### config.mk
export PLATFORM = sky130hd
export DESIGN_NAME = tcce_front
export DESIGN_NICKNAME = d
export VERILOG_FILES = /design/src/assert_macros.svh /design/src/tcce_pkg.sv /design/src/tcce_front.sv
export SDC_FILE = /design/constraint.sdc
export NUM_CORES = 1
export LEC_CHECK = 0
export BUFFER_PORTS_ARGS = -buffer_cell sky130_fd_sc_hd__buf_2
export CAP_MARGIN = 20
export CORE_MARGIN = 1
export CORE_UTILIZATION = 30
export DETAILED_ROUTE_END_ITERATION = 7
export GPL_ROUTABILITY_DRIVEN = 0
export PLACE_DENSITY_LB_ADDON = 0.08
export SLEW_MARGIN = 15
export SYNTH_ARGS = -nofsm -noshare
export SYNTH_HDL_FRONTEND = slang
export SYNTH_SLANG_ARGS = --single-unit
### constraint.sdc
create_clock -name vclk -period 1.3
set_input_delay 0.26 -clock vclk [all_inputs]
set_output_delay 0.26 -clock vclk [all_outputs]
set_load 0.05 [all_outputs]
### src/assert_macros.svh
// ----------------------------------------------------------------------------
// Assertion macros
// Clocked assertion shorthands used by the console engine top level.
// ----------------------------------------------------------------------------
`ifndef ASSERT_MACROS_SVH
`define ASSERT_MACROS_SVH

// Condition that must hold at every clock edge outside reset.
`define ASSERT_ALWAYS(label, cond, msg) \
    label: assert property (@(posedge i_clk) disable iff (!i_rst_n) (cond)) else $error(msg);

// Consequence that must hold in the same cycle as the antecedent.
`define ASSERT_SAME(label, ante, cons, msg) \
    label: assert property (@(posedge i_clk) disable iff (!i_rst_n) (ante) |-> (cons)) \
        else $error(msg);

// Consequence that must hold in the cycle after the antecedent.
`define ASSERT_NEXT(label, ante, cons, msg) \
    label: assert property (@(posedge i_clk) disable iff (!i_rst_n) (ante) |=> (cons)) \
        else $error(msg);

`endif

### src/tcce_pkg.sv
// ----------------------------------------------------------------------------
// Console engine package
// Grid geometry, character codes, item types and state encodings.
// ----------------------------------------------------------------------------
package tcce_pkg;

    localparam int COLUMNS     = 80;
    localparam int ROWS        = 25;
    localparam int CELLS       = COLUMNS * ROWS;
    localparam int ADDR_W      = $clog2(CELLS);
    localparam int QUEUE_DEPTH = 2;
    localparam int QPTR_W      = (QUEUE_DEPTH > 1) ? $clog2(QUEUE_DEPTH) : 1;
    localparam int QCNT_W      = $clog2(QUEUE_DEPTH + 1);

    localparam int OP_W   = 2;
    localparam int CHAR_W = 8;
    localparam int COL_W  = 7;
    localparam int ROW_W  = 5;
    localparam int IDX_W  = 11;
    localparam int LIN_W  = 12;
    localparam int CELL_W = 16;

    localparam logic [OP_W-1:0] OP_PUT    = 2'd0;
    localparam logic [OP_W-1:0] OP_CLEAR  = 2'd1;
    localparam logic [OP_W-1:0] OP_SETPOS = 2'd2;
    localparam logic [OP_W-1:0] OP_READ   = 2'd3;

    localparam logic [CHAR_W-1:0] CH_BACKSPACE = 8'h08;
    localparam logic [CHAR_W-1:0] CH_TAB       = 8'h09;
    localparam logic [CHAR_W-1:0] CH_NEWLINE   = 8'h0A;
    localparam logic [CHAR_W-1:0] CH_RETURN    = 8'h0D;
    localparam logic [CHAR_W-1:0] CH_BLANK     = 8'h20;
    localparam logic [CHAR_W-1:0] CH_PRINT_LO  = 8'h20;
    localparam logic [CHAR_W-1:0] CH_PRINT_HI  = 8'h7F;

    localparam logic [COL_W:0] TAB_STEP = 8'd8;
    localparam logic [COL_W:0] TAB_MASK = ~8'd7;

    localparam logic [CHAR_W-1:0] RESET_ATTR = 8'h07;
    localparam logic [CELL_W-1:0] RESET_CELL = {RESET_ATTR, CH_BLANK};

    localparam logic [ADDR_W-1:0] LAST_CELL   = ADDR_W'(CELLS - 1);
    localparam logic [ADDR_W-1:0] SCROLL_LAST = ADDR_W'((ROWS - 1) * COLUMNS - 1);

    typedef struct packed {
        logic [OP_W-1:0]   operation;
        logic [CHAR_W-1:0] char_code;
        logic [COL_W-1:0]  new_column;
        logic [ROW_W-1:0]  new_row;
        logic [IDX_W-1:0]  cell_index;
    } t_in_item;

    typedef struct packed {
        logic [COL_W-1:0]  cursor_column;
        logic [ROW_W-1:0]  cursor_row;
        logic [LIN_W-1:0]  cursor_linear;
        logic [CELL_W-1:0] read_data;
        logic              scrolled;
    } t_out_item;

    typedef enum logic [3:0] {
        KIND_NOP,
        KIND_NEWLINE,
        KIND_RETURN,
        KIND_TAB,
        KIND_BACKSPACE,
        KIND_PRINT,
        KIND_CLEAR,
        KIND_SETPOS,
        KIND_READ
    } t_kind;

    typedef struct packed {
        t_kind             kind;
        logic [CHAR_W-1:0] ch;
        logic [COL_W-1:0]  col;
        logic [ROW_W-1:0]  row;
        logic [ADDR_W-1:0] addr;
    } t_cmd;

    typedef enum logic [2:0] {
        S_INIT,
        S_IDLE,
        S_SCROLL,
        S_BLANK,
        S_REPORT
    } t_state;

endpackage

### src/tcce_front.sv
// ----------------------------------------------------------------------------
// Console front end
// Accepts items, decodes control bytes and range checks, and queues commands.
// ----------------------------------------------------------------------------
module tcce_front (
    input  logic               start,
    input  tcce_pkg::t_in_item i_item,
    input  logic               i_full,
    input  logic               i_init,
    output logic               busy,
    output logic               o_push,
    output tcce_pkg::t_cmd     o_cmd
);

    always_comb begin
        o_cmd.kind = tcce_pkg::KIND_NOP;
        o_cmd.ch   = i_item.char_code;
        o_cmd.col  = i_item.new_column;
        o_cmd.row  = i_item.new_row;
        o_cmd.addr = tcce_pkg::ADDR_W'(i_item.cell_index);
        case (i_item.operation)
            tcce_pkg::OP_PUT: begin
                case (i_item.char_code)
                    tcce_pkg::CH_NEWLINE:   o_cmd.kind = tcce_pkg::KIND_NEWLINE;
                    tcce_pkg::CH_RETURN:    o_cmd.kind = tcce_pkg::KIND_RETURN;
                    tcce_pkg::CH_TAB:       o_cmd.kind = tcce_pkg::KIND_TAB;
                    tcce_pkg::CH_BACKSPACE: o_cmd.kind = tcce_pkg::KIND_BACKSPACE;
                    default: begin
                        if (i_item.char_code >= tcce_pkg::CH_PRINT_LO &&
                            i_item.char_code <= tcce_pkg::CH_PRINT_HI) begin
                            o_cmd.kind = tcce_pkg::KIND_PRINT;
                        end
                    end
                endcase
            end
            tcce_pkg::OP_CLEAR: begin
                o_cmd.kind = tcce_pkg::KIND_CLEAR;
            end
            tcce_pkg::OP_SETPOS: begin
                if (32'(i_item.new_column) < tcce_pkg::COLUMNS &&
                    32'(i_item.new_row) < tcce_pkg::ROWS) begin
                    o_cmd.kind = tcce_pkg::KIND_SETPOS;
                end
            end
            tcce_pkg::OP_READ: begin
                if (32'(i_item.cell_index) < tcce_pkg::CELLS) begin
                    o_cmd.kind = tcce_pkg::KIND_READ;
                end
            end
            default: o_cmd.kind = tcce_pkg::KIND_NOP;
        endcase
    end

    assign busy   = i_full || i_init;
    assign o_push = start && !busy;

endmodule

==> results of run 1 <==
==> cell type report <==
cell class	count	area share, %
timing repair buffer	62	63.1
multi-input combinational	23	33.3
tap	14	2.95
inverter	1	0.633
==> stage by stage <==
step	total power [mW]	worst slack, ps
3_3_place_gp	0.327	-263
2_1_floorplan	0.333	-246
3_5_place_dp	0.328	-291
5_1_grt	0.375	-184
4_1_cts	0.358	-159
6_report	0.357	-144
==> worst min-delay path by stage <==
stage	slack [ps]	end	cells past startpoint
6_report	520	o_cmd[16]	0
5_1_grt	520	o_cmd[2]	0
4_1_cts	520	o_cmd[16]	0
3_5_place_dp	520	o_cmd[16]	0
3_3_place_gp	520	o_cmd[16]	0
2_1_floorplan	670	o_push	2
==> Yosys cell counts (2+ instances only) <==
| master | instances | area, um2 |
|---|---|---|
| sky130_fd_sc_hd__buf_4 | 31 | 233 |
| sky130_fd_sc_hd__nand3_1 | 2 | 10.0 |
| sky130_fd_sc_hd__nand4_1 | 3 | 18.8 |
| sky130_fd_sc_hd__nand4b_1 | 2 | 17.5 |
| sky130_fd_sc_hd__nor2_1 | 3 | 11.3 |
==> metal layers <==
metal	routed length, um	part of all wire, %	vias up	track usage, %
li1	-	-	221	-
met1	341	37	187	13.4
met2	509	54	28	22.5
met3	83	8.9	0	0
met4	0	0	0	0.862
met5	0	0	-	0
==> repair_timing <==
| item | in CTS | in global routing |
|---|---|---|
| setup buffers | 1 | 0 |
| pin swaps | 6 | 5 |
| endpoints found under the setup margin | 3 | 3 |
| cloned | 0 | 0 |
| gates resized for setup | 15 | 1 |
==> power by group through the flow <==
| stage | clock network (mW) | registers (mW) | logic [mW] |
|---|---|---|---|
| global placement | 0 | 0 | 0.327 |
| finish | 0 | 0 | 0.357 |
| detailed placement | 0 | 0 | 0.328 |
| global route | 0 | 0 | 0.375 |
| floorplan | 0 | 0 | 0.333 |
| CTS | 0 | 0 | 0.358 |
==> cells by family after synthesis <==
logic type | Yosys count
xor gates and xnor gates | 1
and+or+nand+nor | 16
AOI/OAI and AO/OA | 6
buffers and inverters | 32
==> flow_results.org, run 1 <==
** Critical path
- Arrival time worst endpoint :: 1180 ps
- Ordered list of cells on the worst path :: buf_6 -> o311ai_4 -> nand4b_1 -> o211ai_1 -> buf_4
- By startpoint and endpoint, the worst setup path is classified as input pin to output pin.
- The worst setup path is captured at an output pin.
- End of the critical path :: o_cmd[33]
- Worst setup SP type :: input pin
- The slowest stage of the critical path belongs to the cell sky130_fd_sc_hd__o311ai_4.
- Biggest cell delay along the critical path :: 250 ps
- Endpoint required time on the critical path :: 1040 ps
- Beginning of the critical path :: i_item[11]
- Worst path depth :: 5
- CP top delay family :: compound AO/OA/AOI/OAI gates
- Along the worst path, the maximum fanout reaches 3.
- Buffer and inverter count on the worst path :: 2

** Synthesis
- Summing the areas of all compound-gate instances in the mapped netlist gives 11.6% of the synthesized area.
- After synthesis, the largest family of logic cells by area is buffers and inverters.
- Simple-Gate Fraction of Synth Area :: 26.7%
- The synthesized netlist occupies a cell area of 398 um2.
- The number of nets in the synthesized netlist is 91.
- Post-synthesis mux area share :: 0%
- Of the total synthesized cell area, the portion taken by full adders, half adders and majority gates is 0%.
- Unique masters post-synth :: 19
- Sequential cells were found to cover 0% of the synthesized design area.
- Yosys warning count :: 0
- Cell count after synthesis :: 55
- Xor and xnor area share after synthesis :: 2.20%
- A synthesized cell averages 7.23 um2.

** Pwr
- Switching power of the nets :: 0.244 mW
- Switching power share of the total :: 68.2%
- For this design the static power due to leakage is 0.339 nW.
- Power per cell area :: 603 nW/um2
- Clock group share of total power :: 0%
- Highest ir drop seen on vdd :: 233 uV
- Internal Pwr Total :: 0.114 mW
- Combinational share of power :: 100.0%
- In this run, flip-flops and latches consume 0% of the power.

** Timing
- Smallest hold slack :: 520 ps
- Setup violation total in the final timing report :: 3
- At the pin with the least slew margin, the transition time is 254 ps.
- Headroom to the max-slew limit came out at 82.9%.
- Setup slack after layout :: -144 ps
- Setup repair after global routing could not meet its margin everywhere.
- Final Hold Vio Count :: 0
- The final critical path takes up 111% of the cycle.
- The routed design could run at a clock period as short as 1440 ps.
- Setup Total Neg Slack :: -249 ps
- Total count of max-transition violations in the final report :: 0
- Fmax achieved :: 0.692 GHz

** Outcome
- The final reports fail on setup timing.
- The flow ran to the end, but the final reports show violations.

** Placement
- Number of placed cells counting well taps :: 99
- Post-placement cell area :: 517 um2
- Post-detail-place hpwl :: 831 um
- Port-buffer cells :: 57

** GRT
- The number of global-route vias before repair was 317.
- GRT overflow :: 0
- Global-route wire length before repair :: 1270 um
- Pin count of the biggest net entering global routing :: 7
- Tot GR Track Use :: 11.1%
- The initial antenna violation count is 0.

** Worst hold path
- The min-delay analysis places its worst path in the category input pin to output pin.
- In this run the most critical hold path is launched from i_item[16].

** Detailed routing
- The detailed router finished its first iteration with 4 violations.
- Average wire per standard cell :: 9.34 um
- For this run, design rule violations remaining after detail routing come to 0.
- Drt via density :: 4.36
- Drt total wl :: 934 um
- Detail Route Antenna Nets :: 0
- The final route contains 436 vias.
- Iteration count of the initial detailed-routing pass :: 2

** Layout
- Relative to the synthesized area, the layout overhead comes to 49.1%.
- Combined area of the multi-input logic cells :: 198 um2
- There are 0 flip-flops and latches.
- The repair_antennas step left the layout with diodes totalling 0.
- Area used by sequential logic in the layout :: 0 um2
- Post-route design area :: 593 um2
- Leaving out fill and tap cells, the most frequent cell in the layout is sky130_fd_sc_hd__buf_2.
- The layout has 0 clock buffers.
- Nets :: 124
- After filler insertion, the fill cell instance count of the layout stands at 121.
- Cells with a size suffix above 1 make up 79.1% of the layout.
- For this run, the number of standard cells in the final layout without fillers is 100.
- Core occupancy in the finished layout :: 50.6%
- Commonest cells after routing, fill and taps aside :: sky130_fd_sc_hd__buf_2, sky130_fd_sc_hd__buf_4, sky130_fd_sc_hd__nand4_1, sky130_fd_sc_hd__buf_6, sky130_fd_sc_hd__buf_8

** Floorplanning
- Overall die width :: 38.4 um
- The die covers 1480 um2.
- In this run the count of I/O pins placed on the die edge is 73.
- Initial Utilization :: 34.0%
- The initialized floorplan defines 12 standard-cell rows.
- The floorplan step defined a core boundary enclosing 1170 um2.
- The die is 38.4 um tall.

** Flow run
- Across the run, the number of max-cap violations was 0.

** CTS
- Buffers inserted to repair hold after CTS numbered 0.
(Power assumes the default switching activity.)
==> run 2: changes to the inputs <==
CORE_MARGIN = 10   (was 1)
==> flow_results.org, run 2 (synthesized netlist as in run 1, its figures left out) <==
** GRT
- The number of global-route vias before repair came to 532.
- GRT overflow :: 0
- Global routing used 8.18% of the available tracks across all layers.
- Initial antenna violation count :: 0
- Global-route wire length before repair :: 2350 um
- Pin count of the biggest net entering global routing :: 6

** Pwr
- For this design the ratio of total power to cell area is 595 nW/um2.
- Total power for the finished layout comes to 0.369 mW.
- Across the VDD grid, the largest voltage drop is 281 uV.
- In this run the static leakage power is 0.355 nW.

** Layout
- Post-route design area :: 621 um2
- The sequential cells in the finished layout cover a total of 0 um2.
- The clock buffers instantiated in the layout total 0.
- Combined area of the multi-input logic cells :: 198 um2
- Commonest cells after routing, fill and taps aside :: sky130_fd_sc_hd__buf_2, sky130_fd_sc_hd__buf_4, sky130_fd_sc_hd__buf_8, sky130_fd_sc_hd__nand4_1
- Nets :: 127
- The repair_antennas step left the layout with diodes totalling 0.
- Final-layout fill cell count :: 137
- Layout sequential cell count :: 0
- Commonest non-fill, non-tap cell in the layout :: sky130_fd_sc_hd__buf_2
- Compared with the post-synthesis result, the final layout area differs by 56.0%.
- Filler-free cell count of the finished design :: 104
- Cells with a size suffix above 1 make up 79.8% of the layout.

** Timing
- The worst path in the final design needs a cycle of 1460 ps, including I/O delays and setup.
- Transition at the pin with the smallest max-transition slack :: 265 ps
- The count of endpoints failing hold in the final timing report was 0.
- Smallest hold slack :: 520 ps
- Setup violation total in the final timing report :: 3
- Once routing completed, OpenROAD measured the worst setup slack at -157 ps.
- Setup repair after global routing could not meet its margin everywhere.
- Final period utilization :: 112%
- For this run, the top clock speed supported by timing is 0.686 GHz.
- Measured against its own limit, the worst slew margin works out to 82.2%.
- The count of final max-slew check failures came to 0.

** Placement
- Post-placement cell area :: 533 um2
- Before CTS, the worst setup slack after placement is -268 ps.
- The HPWL after detailed placement is 1320 um.
- The count of buffers added on input and output ports is 57.
- Number of placed cells counting well taps :: 102

** Detailed routing
- For this block, the routed nets add up to 1470 um of wire.
- For this block, the initial DRC count from the detailed router was 1.
- Summing over every cut layer, the via total after detailed routing is 456.
- For this run, design rule violations remaining after detail routing come to 0.
- Detail Route Antenna Nets :: 0
- Drt via density :: 4.38
- Iteration count of the initial detailed-routing pass :: 2
- Average wire per standard cell :: 14.1 um

** Critical path
- Worst setup SP type :: input pin
- Max FO, Critical Path :: 3
- For the worst setup path, the data required time is 1040 ps.
- Arrival time worst endpoint :: 1200 ps
- STA classifies the critical path endpoint as an output pin.
- The worst setup path is of the input pin to output pin kind.

** Floorplanning
- The die covers 3180 um2.
- In this run the horizontal extent of the chip is 56.4 um.
- In this run the vertical extent of the chip is 56.4 um.
- Number of top-level pins :: 73
- The initial utilization of the core area, before any placement, comes to 31.4%.
- The region available for standard cell placement spans 1270 um2.
- The floorplan has 13 rows.

** Outcome
- Run status :: finished with violations
- Violations in the final reports :: setup timing

** CTS
- Buffers inserted to repair hold after CTS numbered 0.

** Flow run
- Across the run, the number of max-cap violations was 0.

** Worst hold path
- Worst hold path class :: input pin to output pin
==> run 2: cell types whose count changed in the layout (fill, tap and decap cells not counted) <==
| cell | before | now |
|---|---|---|
| sky130_fd_sc_hd__buf_6 | 3 | 2 |
| sky130_fd_sc_hd__buf_8 | 3 | 4 |
| sky130_fd_sc_hd__buf_4 | 6 | 9 |
==> run 2: what timing repair did <==
item,in CTS,in global routing
setup endpoints to repair,3,3
hold endpoints to repair,0,0
gates resized for setup,15,1
setup buffers,1,1
pin swaps,7,4
==> run 2: cell type report <==
class / count / area share (%)
inverter: 1 / 0.605
multi-input combinational: 23 / 31.9
timing repair buffer: 65 / 64.5
tap: 15 / 3.02
==> run 2: routing by layer <==
layer	track usage, %	up-vias	wire, um
li1	-	230	-
met1	7.19	197	461
met2	16.3	29	817
met3	4.27	0	188
met4	0.687	0	0
met5	0	-	0
==> run 2: worst paths after layout <==
| path | from | end | slack [ps] | cells past startpoint |
|---|---|---|---|---|
| max | i_item[11] | o_cmd[32] | -160 | 6 |
| min | i_item[17] | o_cmd[17] | 520 | 0 |
==> run 2: metrics by stage <==
step                TNS [ps]  utilization (%)
floorplan               -388                -
global placement        -594             42.0
detailed placement      -676             42.0
CTS                     -280             48.0
global route            -576             48.9
finish                  -358             48.9
==> run 2: worst max-delay path, stage by stage <==
cell                       delay, ps
sky130_fd_sc_hd__buf_6           100
sky130_fd_sc_hd__o311ai_4        250
sky130_fd_sc_hd__nand4b_1        190
sky130_fd_sc_hd__buf_4           180
sky130_fd_sc_hd__nand3_2          60
sky130_fd_sc_hd__buf_8           150
==> run 2: power by group <==
part / switching [mW] / internal (mW) / leakage (nW)
clock: 0 / 0 / 0
sequential: 0 / 0 / 0
combinational: 0.249 / 0.120 / 0.355
