[config.mk]
export PLATFORM = sky130hd
export DESIGN_NAME = tcce_queue
export DESIGN_NICKNAME = d
export VERILOG_FILES = /design/src/assert_macros.svh /design/src/tcce_pkg.sv /design/src/tcce_queue.sv
export SDC_FILE = /design/constraint.sdc
export NUM_CORES = 1
export LEC_CHECK = 0
export BUFFER_PORTS_ARGS = -buffer_cell sky130_fd_sc_hd__buf_4
export CAP_MARGIN = 15
export CELL_PAD_IN_SITES_DETAIL_PLACEMENT = 1
export CELL_PAD_IN_SITES_GLOBAL_PLACEMENT = 1
export CORE_MARGIN = 2
export CORE_UTILIZATION = 46
export DETAILED_ROUTE_END_ITERATION = 8
export HOLD_SLACK_MARGIN = 0.05
export PLACE_DENSITY_LB_ADDON = 0.1
export SYNTH_ARGS = -nofsm -noshare
export SYNTH_HDL_FRONTEND = slang
export SYNTH_SLANG_ARGS = --single-unit
[constraint.sdc]
create_clock -name i_clk -period 3.75 [get_ports i_clk]
set_input_delay 0.375 -clock i_clk [delete_from_list [all_inputs] [get_ports i_clk]]
set_output_delay 0.375 -clock i_clk [all_outputs]
set_load 0.03 [all_outputs]
[src/assert_macros.svh]
// ----------------------------------------------------------------------------
// Assertion macros
// Clocked assertion shorthands used by the console engine top level.
// ----------------------------------------------------------------------------
`ifndef ASSERT_MACROS_SVH
`define ASSERT_MACROS_SVH

// Condition that must hold at every clock edge outside reset.
`define ASSERT_ALWAYS(label, cond, msg) \
    label: assert property (@(posedge i_clk) disable iff (!i_rst_n) (cond)) else $error(msg);

// Consequence that must hold in the same cycle as the antecedent.
`define ASSERT_SAME(label, ante, cons, msg) \
    label: assert property (@(posedge i_clk) disable iff (!i_rst_n) (ante) |-> (cons)) \
        else $error(msg);

// Consequence that must hold in the cycle after the antecedent.
`define ASSERT_NEXT(label, ante, cons, msg) \
    label: assert property (@(posedge i_clk) disable iff (!i_rst_n) (ante) |=> (cons)) \
        else $error(msg);

`endif

[src/tcce_pkg.sv]
// ----------------------------------------------------------------------------
// Console engine package
// Grid geometry, character codes, item types and state encodings.
// ----------------------------------------------------------------------------
package tcce_pkg;

    localparam int COLUMNS     = 80;
    localparam int ROWS        = 25;
    localparam int CELLS       = COLUMNS * ROWS;
    localparam int ADDR_W      = $clog2(CELLS);
    localparam int QUEUE_DEPTH = 2;
    localparam int QPTR_W      = (QUEUE_DEPTH > 1) ? $clog2(QUEUE_DEPTH) : 1;
    localparam int QCNT_W      = $clog2(QUEUE_DEPTH + 1);

    localparam int OP_W   = 2;
    localparam int CHAR_W = 8;
    localparam int COL_W  = 7;
    localparam int ROW_W  = 5;
    localparam int IDX_W  = 11;
    localparam int LIN_W  = 12;
    localparam int CELL_W = 16;

    localparam logic [OP_W-1:0] OP_PUT    = 2'd0;
    localparam logic [OP_W-1:0] OP_CLEAR  = 2'd1;
    localparam logic [OP_W-1:0] OP_SETPOS = 2'd2;
    localparam logic [OP_W-1:0] OP_READ   = 2'd3;

    localparam logic [CHAR_W-1:0] CH_BACKSPACE = 8'h08;
    localparam logic [CHAR_W-1:0] CH_TAB       = 8'h09;
    localparam logic [CHAR_W-1:0] CH_NEWLINE   = 8'h0A;
    localparam logic [CHAR_W-1:0] CH_RETURN    = 8'h0D;
    localparam logic [CHAR_W-1:0] CH_BLANK     = 8'h20;
    localparam logic [CHAR_W-1:0] CH_PRINT_LO  = 8'h20;
    localparam logic [CHAR_W-1:0] CH_PRINT_HI  = 8'h7F;

    localparam logic [COL_W:0] TAB_STEP = 8'd8;
    localparam logic [COL_W:0] TAB_MASK = ~8'd7;

    localparam logic [CHAR_W-1:0] RESET_ATTR = 8'h07;
    localparam logic [CELL_W-1:0] RESET_CELL = {RESET_ATTR, CH_BLANK};

    localparam logic [ADDR_W-1:0] LAST_CELL   = ADDR_W'(CELLS - 1);
    localparam logic [ADDR_W-1:0] SCROLL_LAST = ADDR_W'((ROWS - 1) * COLUMNS - 1);

    typedef struct packed {
        logic [OP_W-1:0]   operation;
        logic [CHAR_W-1:0] char_code;
        logic [COL_W-1:0]  new_column;
        logic [ROW_W-1:0]  new_row;
        logic [IDX_W-1:0]  cell_index;
    } t_in_item;

    typedef struct packed {
        logic [COL_W-1:0]  cursor_column;
        logic [ROW_W-1:0]  cursor_row;
        logic [LIN_W-1:0]  cursor_linear;
        logic [CELL_W-1:0] read_data;
        logic              scrolled;
    } t_out_item;

    typedef enum logic [3:0] {
        KIND_NOP,
        KIND_NEWLINE,
        KIND_RETURN,
        KIND_TAB,
        KIND_BACKSPACE,
        KIND_PRINT,
        KIND_CLEAR,
        KIND_SETPOS,
        KIND_READ
    } t_kind;

    typedef struct packed {
        t_kind             kind;
        logic [CHAR_W-1:0] ch;
        logic [COL_W-1:0]  col;
        logic [ROW_W-1:0]  row;
        logic [ADDR_W-1:0] addr;
    } t_cmd;

    typedef enum logic [2:0] {
        S_INIT,
        S_IDLE,
        S_SCROLL,
        S_BLANK,
        S_REPORT
    } t_state;

endpackage

[src/tcce_queue.sv]
// ----------------------------------------------------------------------------
// Command queue
// Short FIFO of classified commands between the front and back ends.
// ----------------------------------------------------------------------------
module tcce_queue (
    input  logic           i_clk,
    input  logic           i_rst_n,
    input  logic           i_push,
    input  tcce_pkg::t_cmd i_data,
    input  logic           i_pop,
    output tcce_pkg::t_cmd o_data,
    output logic           o_full,
    output logic           o_empty
);

    tcce_pkg::t_cmd                   r_mem [tcce_pkg::QUEUE_DEPTH];
    logic [tcce_pkg::QPTR_W-1:0]      r_wr_ptr, n_wr_ptr;
    logic [tcce_pkg::QPTR_W-1:0]      r_rd_ptr, n_rd_ptr;
    logic [tcce_pkg::QCNT_W-1:0]      r_count, n_count;

    localparam logic [tcce_pkg::QPTR_W-1:0] PTR_LAST =
        tcce_pkg::QPTR_W'(tcce_pkg::QUEUE_DEPTH - 1);
    localparam logic [tcce_pkg::QCNT_W-1:0] CNT_FULL =
        tcce_pkg::QCNT_W'(tcce_pkg::QUEUE_DEPTH);

    always_comb begin
        n_wr_ptr = r_wr_ptr;
        n_rd_ptr = r_rd_ptr;
        n_count  = r_count;
        if (i_push) begin
            n_wr_ptr = (r_wr_ptr == PTR_LAST) ? '0 : r_wr_ptr + 1'b1;
        end
        if (i_pop) begin
            n_rd_ptr = (r_rd_ptr == PTR_LAST) ? '0 : r_rd_ptr + 1'b1;
        end
        if (i_push && !i_pop) begin
            n_count = r_count + 1'b1;
        end else if (i_pop && !i_push) begin
            n_count = r_count - 1'b1;
        end
    end

    always_ff @(posedge i_clk) begin
        if (!i_rst_n) begin
            r_wr_ptr <= '0;
            r_rd_ptr <= '0;
            r_count  <= '0;
        end else begin
            r_wr_ptr <= n_wr_ptr;
            r_rd_ptr <= n_rd_ptr;
            r_count  <= n_count;
        end
    end

    always_ff @(posedge i_clk) begin
        if (i_push) begin
            r_mem[r_wr_ptr] <= i_data;
        end
    end

    assign o_data  = r_mem[r_rd_ptr];
    assign o_full  = (r_count == CNT_FULL);
    assign o_empty = (r_count == '0);

endmodule

==> implementation parameters, run 1 <==
Parameter                              Value

Floorplanning
  Starting Density ... 0.469
  Die boundary height ... 81.2 um
  Top-level I/O count ... 76
  Width of the chip ... 81.2 um
  Overall die area ... 6600 um2
  Number of rows created at floorplan ... 28
  Core outline area ... 5850 um2

Placed design
  Final RePlAce weighted congestion ... 0.637
  Placement Setup Slack ... 1.87 ns
  HPWL after detailed placement ... 3300 um
  IO buf count ... 75
  Cell count after placement ... 277

Clocking
  Max clock buf depth ... 2
  CTS tree ... yes
  Number of resized instances in the post-cts repair step ... 0
  Number of buffers added by the clock tree synthesis step ... 9
  Clock latency reported for the late side of the worst-skew pair ... 0.32 ns
  Hold bufs inserted after CTS ... 0
  Number of sinks on the clock net ... 75
  CTS clk-pin slew, worst paths ... 0.07 ns
  Root cell of the clock tree ... sky130_fd_sc_hd__clkbuf_8
  Post-CTS Repair Setup Buffers ... 0
  CTS H-Tree Depth ... 3

Global routing
  Total overflow reported by the global router ... 0
  Number of global-route vias before repair ... 1481
  All-Layer GR Usage ... 0.152
  Antenna violations before repair ... 0
  Wire length of the first global-routing pass ... 7110 um
  Largest net degree at the start of global routing ... 37

STA
  Post-route setup slack ... 1.56 ns
  Total of endpoints with negative setup slack in the final report ... 0
  Worst max-slew margin expressed relative to the limit ... 0.310
  Final hold vios ... 0
  Final sum of negative setup slack ... 0 ns
  Worst slew pin tran ... 1.03 ns
  Fin Clk Skew ... 0.00521 ns
  F_max ... 457 MHz
  Count of final max-slew check failures ... 0
  Setup repair after global routing missed its margin ... no
  Final cycle utilization of the critical path ... 0.583
  Final Critical Period ... 2.19 ns

Cells and area
  Final #Nets ... 253
  Synthesis-to-layout area growth ... 29.8%
  Leading cell type in the layout, fill and taps excluded ... sky130_fd_sc_hd__buf_4
  Ratio of cells with drive above 1 in the final layout ... 0.573
  Most frequent cells in the layout ... 75 x sky130_fd_sc_hd__buf_4, 70 x sky130_fd_sc_hd__edfxtp_1, 35 x sky130_fd_sc_hd__mux2_2
  Layout Cells excl Fill ... 293
  Final-layout fill cell count ... 536
  Area of the multi-input gates ... 518 um2
  Combined flip-flop and latch cell area ... 2200 um2
  Antenna diode count ... 0
  Final standard cell utilization of the core ... 0.608

Routing
  Count of vias placed by the detailed router ... 1392
  Total Wirelength ... 4810 um
  Detailed Routing Iterations Pass 1 ... 4
  Number of routed nets with antenna violations ... 0
  Vias per inst ... 4.75
  Average wire per standard cell ... 16.4 um
  Number of design-rule violations left by the first detailed-router iteration ... 48
  DRC violations left ... 0

Setup path
  Stage delay of the slowest cell on the critical path ... 0.88 ns
  Largest delay contributor family on the critical path ... flip-flops
  Crit. path cell count ... 2
  Buffer and inverter count on the worst path ... 1
  Count of cells along the worst register-to-register path ... 1
  Endpoint class of the critical path ... output port
  Crit path required time ... 3.38 ns
  Ordered list of cells on the worst path ... mux2_2, buf_4
  Largest fanout on the critical path ... 35
  Arrival time worst endpoint ... 1.81 ns
  Critical Path Start Type ... register
  Cell type of the slowest stage on the worst timing path ... sky130_fd_sc_hd__dfxtp_2
  Worst setup path category ... register to output port

Power
  Cell area power density ... 515 nW/um2
  Standby leakage power ... 0.00134 uW
  Peak supply drop ... 247 uV

Synthesis
  Total nets after synthesis ... 171
  Combined area of all synthesized cells ... 2740 um2
  Number of distinct library cells after synthesis ... 17
  Part of the Yosys area used for sequential elements ... 0.803
  Post-synthesis sequential element count ... 75
  Count of mapped cells out of synthesis ... 131
  Mean instance size in the synthesized netlist ... 20.9 um2
  Yosys synthesis warning count ... 0

Flow run
  Number of maximum-capacitance violations ... 0

Outcome
  Status ... finished clean

Min path
  Class of the most critical hold timing path ... input port to register
  Worst Hold Path Cells ... 1
## routing by layer
metal,share of wire,global-route usage
met3,0.058,0.0411
met4,0.012,0.0712
met2,0.54,0.252
met1,0.39,0.184
met5,0,0
## kinds of logic (layout without fill, tap and decap cells)
kind of cell,count (synthesis),in the layout,share of synthesized area
multiplexers,35,35,0.144
AND/OR/NAND/NOR,9,9,0.0205
AO/OA/AOI/OAI,3,3,0.00730
buffers and inverters,5,92,0.0114
adder cells (fa/ha/maj),1,1,0.00456
flip-flops,75,75,0.803
XOR/XNOR,3,3,0.00958
## metrics by stage
stage	total power (uW)	hold WS, ns	cell area [um2]
finish	1830	0.229	3560
global route	1900	0.209	3560
CTS	1860	0.211	3560
detailed placement	1290	0.516	3380
global placement	1280	0.477	3380
floorplan	1180	0.466	2740
## path summary, 6_finish.rpt
kind / start / to / slack (ns)
worst min-delay path: i_data[11] / r_mem[1][11] / 0.23
worst max-delay path: register / o_data[10] / 1.56
worst min register to register: r_count[1] / r_count[1] / 0.53
worst max register to register: r_wr_ptr / r_mem[0][22] / 2.20
## synthesized netlist by cell type (all sizes together)
cell type / instances / area share
a21boi: 1 / 0.0027
nor2b: 2 / 0.0046
o21ai: 1 / 0.0018
or3: 1 / 0.0023
ha: 1 / 0.0046
xor2: 2 / 0.0064
buf: 4 / 0.010
nor2: 1 / 0.0014
dfxtp: 5 / 0.036
and2: 4 / 0.0091
edfxtp: 70 / 0.77
and2b: 1 / 0.0032
inv: 1 / 0.0014
o21a: 1 / 0.0027
mux2: 35 / 0.14
xnor2: 1 / 0.0032
## layout make-up
| class | count | share of cell area |
|---|---|---|
| inverter | 1 | 0.00105 |
| tap | 75 | 0.0264 |
| timing repair buffer | 75 | 0.158 |
| multi-input combinational | 51 | 0.146 |
| clock inverter | 3 | 0.0109 |
| clock buffer | 13 | 0.0390 |
| sequential | 75 | 0.619 |
## report_power, final
part | switching (uW) | internal, uW | total (uW) | leakage, uW
Combinational | 150 | 127 | 277 | 0.000555
Sequential | 27.5 | 966 | 993 | 0.000699
Clock | 258 | 306 | 563 | 0.0000890
## registers in the layout, summed over array words and instances, names as in the netlist, named ones only
name,cells
r_wr_ptr,1
r_mem,70
r_rd_ptr,1
r_count,2
No activity file was read; power rests on OpenSTA's default activity.
==> run 2, diff against run 1 <==
Settings changed: CORE_UTILIZATION 46 to 43.
Clock period 3.75 ns to 2.1 ns, I/O delays scaled along.
==> run 2 against run 1 <==
  * Critical path type unchanged
  * Routed wire length rose by 15%
  * Worst hold slack got worse by 0.16 ns
  * Clock power rose by 88%
  * Clock skew rose by 0.00068 ns
  * Critical endpoint is now o_data[2]
  * Worst setup slack got worse by 1.2 ns
==> implementation parameters, run 2 (synthesis gave the netlist of run 1 again) <==
Parameter                              Value

Routing
  Detailed Routing Iterations Pass 1 ... 4
  DRC violations left ... 0
  Number of design-rule violations left by the first detailed-router iteration ... 73
  Count of vias placed by the detailed router ... 1562
  Average wire per standard cell ... 16.7 um
  Number of routed nets with antenna violations ... 0
  Total Wirelength ... 5510 um
  Vias per inst ... 4.73

Clocking
  Clock latency reported for the late side of the worst-skew pair ... 0.33 ns
  Post-CTS Repair Setup Buffers ... 0
  Number of resized instances in the post-cts repair step ... 0
  CTS tree ... yes
  Number of buffers added by the clock tree synthesis step ... 9
  CTS clk-pin slew, worst paths ... 0.07 ns
  Max clock buf depth ... 2
  CTS H-Tree Depth ... 3
  Root cell of the clock tree ... sky130_fd_sc_hd__clkbuf_8
  Number of sinks on the clock net ... 75
  Hold bufs inserted after CTS ... 30

Setup path
  Ordered list of cells on the worst path ... buf_4, mux2_2, buf_4
  Endpoint class of the critical path ... output port
  Largest fanout on the critical path ... 18
  Cell type of the slowest stage on the worst timing path ... sky130_fd_sc_hd__mux2_2
  Setup slack of the worst register-to-register path ... 0.75 ns
  Reg-to-Reg Start ... r_wr_ptr
  Stage delay of the slowest cell on the critical path ... 0.38 ns
  Worst setup path category ... register to output port
  Library cell appearing most often on the critical path ... sky130_fd_sc_hd__buf_4
  Reg2reg end ... r_mem[1][12]
  Critical Path Start Type ... register
  Crit path required time ... 1.89 ns
  Count of cells along the worst register-to-register path ... 2
  Arrival time worst endpoint ... 1.48 ns

Placed design
  HPWL after detailed placement ... 3550 um
  IO buf count ... 75
  Post-DP Area ... 3420 um2
  Final RePlAce weighted congestion ... 0.679
  Placement Setup Slack ... 0.764 ns

Global routing
  Largest net degree at the start of global routing ... 36
  Fraction of met3 tracks used by global routing ... 0.0455
  Met1 track demand over resource in global routing ... 0.195
  Total overflow reported by the global router ... 0
  Global routing's busiest layer ... met2
  Wire length of the first global-routing pass ... 8920 um
  All-Layer GR Usage ... 0.171
  GRT met2 Usage ... 0.292
  Antenna violations before repair ... 0
  Number of global-route vias before repair ... 1808

Cells and area
  Largest registers ... r_mem x70, r_count x2
  Final #Nets ... 288
  Number of flip-flops in the largest register ... 70
  Synthesis-to-layout area growth ... 42.7%
  Final standard cell utilization of the core ... 0.627
  Antenna diode count ... 0
  Ratio of cells with drive above 1 in the final layout ... 0.530
  Top reg by flops ... r_mem
  Most frequent cells in the layout ... 80 x sky130_fd_sc_hd__buf_4, 70 x sky130_fd_sc_hd__edfxtp_1, 35 x sky130_fd_sc_hd__mux2_2
  Leading cell type in the layout, fill and taps excluded ... sky130_fd_sc_hd__buf_4
  Design Area, Final ... 3920 um2

Floorplanning
  Starting Density ... 0.439
  Die boundary height ... 83.9 um
  Core outline area ... 6240 um2
  Number of rows created at floorplan ... 29
  Width of the chip ... 83.9 um
  Top-level I/O count ... 76
  Overall die area ... 7030 um2

Power
  Standby leakage power ... 0.00150 uW
  Part of the power in combinational logic ... 0.172
  Sequential cell fraction of total power ... 0.516
  Power spent charging and discharging nets ... 847 uW
  Peak supply drop ... 769 uV
  Clock share of power ... 0.312
  Cell area power density ... 865 nW/um2
  Cell Int Power ... 2540 uW
  Net switching share of the total power ... 0.250

STA
  Worst slew pin tran ... 0.499 ns
  Total of endpoints with negative setup slack in the final report ... 0
  Post-route setup slack ... 0.414 ns
  Final cycle utilization of the critical path ... 0.803
  Final hold vios ... 0
  Final Critical Period ... 1.69 ns
  Fin Clk Skew ... 0.00589 ns
  Count of final max-slew check failures ... 0
  Worst max-slew margin expressed relative to the limit ... 0.667
  F_max ... 593 MHz
  Final sum of negative setup slack ... 0 ns
  Setup repair after global routing missed its margin ... no

Min path
  Start point of the worst hold path ... i_data[3]
  Class of the most critical hold timing path ... input port to register
  Worst Hold Path Cells ... 1
  Destination of the worst hold path ... r_mem[1][3]

Flow run
  Number of maximum-capacitance violations ... 0

Outcome
  Status ... finished clean
==> run 2: cell count changes in the layout (fill, tap and decap cells not counted) <==
cell	delta
sky130_fd_sc_hd__buf_4	+5
sky130_fd_sc_hd__clkbuf_1	-4
sky130_fd_sc_hd__clkinv_2	+1
sky130_fd_sc_hd__clkinv_4	+2
sky130_fd_sc_hd__clkinvlp_4	+1
sky130_fd_sc_hd__dlygate4sd3_1	+30
==> run 2: how the worst max path moves through the flow <==
| stage | startpoint | end | slack, ns | depth (start not counted) |
|---|---|---|---|---|
| global placement | register | o_data[30] | 0.79 | 3 |
| finish | register | o_data[2] | 0.41 | 3 |
| floorplan | r_wr_ptr | r_mem[0][0] | 0.43 | 1 |
| CTS | register | o_data[2] | 0.38 | 3 |
| global route | register | o_data[2] | 0.35 | 3 |
| detailed placement | register | o_data[2] | 0.76 | 3 |
==> run 2: cell type report <==
type | instances | area [um2]
fill | 574 | 2330
sequential | 75 | 2200
timing repair buffer | 110 | 901
multi-input combinational | 51 | 518
clock buffer | 9 | 124
tap | 77 | 96.3
clock inverter | 7 | 68.8
inverter | 1 | 3.75
==> run 2: power groups by stage <==
| stage | Sequential [uW] | Combinational (uW) | Clock, uW |
|---|---|---|---|
| 2_1_floorplan | 1770 | 326 | 0 |
| 3_5_place_dp | 1780 | 542 | 0 |
| 5_1_grt | 1760 | 620 | 1140 |
| 3_3_place_gp | 1770 | 526 | 0 |
| 4_1_cts | 1750 | 589 | 1080 |
| 6_report | 1750 | 582 | 1060 |
==> run 2: critical path, delay by kind of cell (launching register included) <==
family	cells	cell delay [ns]
buffers and inverters	2	0.43
multiplexers	1	0.38
flip-flops	1	0.33
==> run 2: per-stage QoR <==
stage                     std cells  hold WS [ns]  power [uW]
after global routing            330        0.0545        3510
after global placement          284         0.395        2300
after CTS                       330        0.0501        3420
after detailed placement        284         0.398        2320
after floorplan                 131         0.309        2100
final                           330        0.0717        3390
==> run 2: per-layer routing <==
layer  part of all wire  wire length [um]
met5                  0                 0
met1               0.38              2110
met4              0.024               133
met3              0.055               305
met2               0.54              2960
==> run 3, diff against run 2 <==
Clock period 2.1 ns to 1.7 ns, I/O delays scaled along.
==> run 3 against run 2 <==
  * Worst hold slack better by 0.093 ns
  * Via count is 1.5% higher
  * Sequential power is 23% higher
  * Clock power is 47% higher
  * Sequential cell count stayed put
  * Sequential share of layout area is 1.6 points lower
  * Core utilization is 1.8 points higher
  * Highest routed layer unchanged
==> implementation parameters, run 3 (synthesis gave the netlist of run 1 again) <==
Parameter                              Value

Outcome
  Status ... finished clean

Setup path
  Buffer and inverter count on the worst path ... 2
  Endpoint class of the critical path ... output port
  Cell type of the slowest stage on the worst timing path ... sky130_fd_sc_hd__mux2_2
  Worst setup path category ... register to output port
  Crit path required time ... 1.53 ns
  Stage delay of the slowest cell on the critical path ... 0.39 ns
  Critical Path Start Type ... register
  Arrival time worst endpoint ... 1.47 ns
  Library cell appearing most often on the critical path ... sky130_fd_sc_hd__buf_4
  Ordered list of cells on the worst path ... buf_4, mux2_2, buf_4
  Largest delay contributor family on the critical path ... buffers and inverters
  Largest fanout on the critical path ... 17

Cells and area
  Largest registers ... r_mem x70, r_count x2
  Antenna diode count ... 0
  Top reg by flops ... r_mem
  Layout Cells excl Fill ... 335
  Final #Nets ... 293
  Number of flip-flops in the largest register ... 70
  Most frequent cells in the layout ... 77 x sky130_fd_sc_hd__buf_4, 70 x sky130_fd_sc_hd__edfxtp_1, 36 x sky130_fd_sc_hd__dlygate4sd3_1
  Leading cell type in the layout, fill and taps excluded ... sky130_fd_sc_hd__buf_4
  Ratio of cells with drive above 1 in the final layout ... 0.508
  Synthesis-to-layout area growth ... 46.9%

Placed design
  HPWL after detailed placement ... 3370 um
  Final RePlAce weighted congestion ... 0.683
  IO buf count ... 75
  Cell count after placement ... 283

Global routing
  All-Layer GR Usage ... 0.171
  Number of global-route vias before repair ... 1801
  Total overflow reported by the global router ... 0
  Antenna violations before repair ... 0
  Largest net degree at the start of global routing ... 37
  Wire length of the first global-routing pass ... 8760 um

Clocking
  Number of sinks on the clock net ... 75
  Max clock buf depth ... 2
  Number of resized instances in the post-cts repair step ... 0
  CTS tree ... yes
  Post-CTS Repair Setup Buffers ... 0
  Clock latency reported for the late side of the worst-skew pair ... 0.34 ns
  CTS clk-pin slew, worst paths ... 0.07 ns
  Root cell of the clock tree ... sky130_fd_sc_hd__clkbuf_8
  Number of buffers added by the clock tree synthesis step ... 9
  CTS H-Tree Depth ... 3

STA
  Final sum of negative setup slack ... 0 ns
  Setup repair after global routing missed its margin ... yes
  Fin Clk Skew ... 0.00571 ns
  Count of final max-slew check failures ... 0
  F_max ... 611 MHz
  Worst slew pin tran ... 0.244 ns
  Total of endpoints with negative setup slack in the final report ... 0
  Final Critical Period ... 1.64 ns
  Worst max-slew margin expressed relative to the limit ... 0.837
  Final hold vios ... 0
  Final cycle utilization of the critical path ... 0.963

Routing
  Number of routed nets with antenna violations ... 0
  Detailed Routing Iterations Pass 1 ... 4
  Total Wirelength ... 5490 um
  Number of design-rule violations left by the first detailed-router iteration ... 62
  Average wire per standard cell ... 16.4 um
  Vias per inst ... 4.73
  DRC violations left ... 0
  Count of vias placed by the detailed router ... 1585

Floorplanning
  Width of the chip ... 83.9 um
  Core outline area ... 6240 um2
  Die boundary height ... 83.9 um
  Starting Density ... 0.439
  Number of rows created at floorplan ... 29
  Top-level I/O count ... 76
  Overall die area ... 7030 um2

Power
  Cell area power density ... 1100 nW/um2
  Peak supply drop ... 665 uV
  Standby leakage power ... 0.00155 uW

Min path
  Class of the most critical hold timing path ... input port to register

Flow run
  Number of maximum-capacitance violations ... 0
run 3: changes by cell type in the layout (fill, tap and decap cells not counted), moves of 2 or more:
cell                            previous run  this run
sky130_fd_sc_hd__dlygate4sd3_1            30        36
sky130_fd_sc_hd__buf_4                    80        77
sky130_fd_sc_hd__buf_12                    0         2
sky130_fd_sc_hd__bufinv_16                 1         3
sky130_fd_sc_hd__clkinv_1                  1         3
sky130_fd_sc_hd__clkinv_4                  2         0
run 3: power breakdown:
part	leakage (uW)	total, uW	switching (uW)	internal [uW]
Clock	0.000116	1560	598	957
Sequential	0.000699	2160	30.0	2130
Combinational	0.000733	738	387	351
Total	0.00155	4450	1020	3440
run 3: path summary, 6_finish.rpt:
path                                 start     endpoint  slack [ns]  cells after the start
worst max-delay path              register   o_data[19]        0.06                      3
worst min-delay path                i_push     r_wr_ptr        0.17                      3
worst min register to register  r_count[1]   r_count[1]        0.55                      2
worst max register to register    r_wr_ptr  r_mem[1][3]        0.58                      2
run 3: per-layer routing:
| metal | track usage | vias to the layer above | part of all wire |
|---|---|---|---|
| met1 | 0.183 | 779 | 0.37 |
| met3 | 0.0524 | 11 | 0.050 |
| met4 | 0.0748 | 0 | 0.018 |
| met5 | 0 | - | 0 |
| li1 | - | 748 | - |
| met2 | 0.308 | 47 | 0.56 |
run 3: worst register-to-register path, stage by stage, from the launching register on:
cell,delay (ns)
sky130_fd_sc_hd__dfxtp_1,0.38
sky130_fd_sc_hd__and2_2,0.19
sky130_fd_sc_hd__buf_12,0.22
run 3: cell type report:
type / count / area, um2
fillers: 566 / 2210
well taps: 77 / 96.3
multi-input cells: 51 / 518
clock buffers: 9 / 124
inverters: 1 / 3.75
clock inverters: 7 / 106
flip-flops and latches: 75 / 2200
repair buffers: 115 / 978
run 3: repair_timing:
| action | CTS | global route |
|---|---|---|
| setup endpoints to repair | 0 | 13 |
| hold buffers | 36 | 0 |
| endpoints found under the hold margin | 71 | 0 |
run 3: stage by stage:
stage | setup WS, ns | hold slack, ns | instance area, um2 | power, uW | util
floorplan | 0.0327 | 0.269 | 2750 | 2590 | -
global placement | 0.430 | 0.355 | 3440 | 2850 | 0.551
CTS | 0.0299 | 0.148 | 4030 | 4500 | 0.646
detailed placement | 0.408 | 0.359 | 3440 | 2880 | 0.551
finish | 0.0625 | 0.165 | 4030 | 4450 | 0.646
global route | -0.0117 | 0.169 | 4030 | 4630 | 0.646
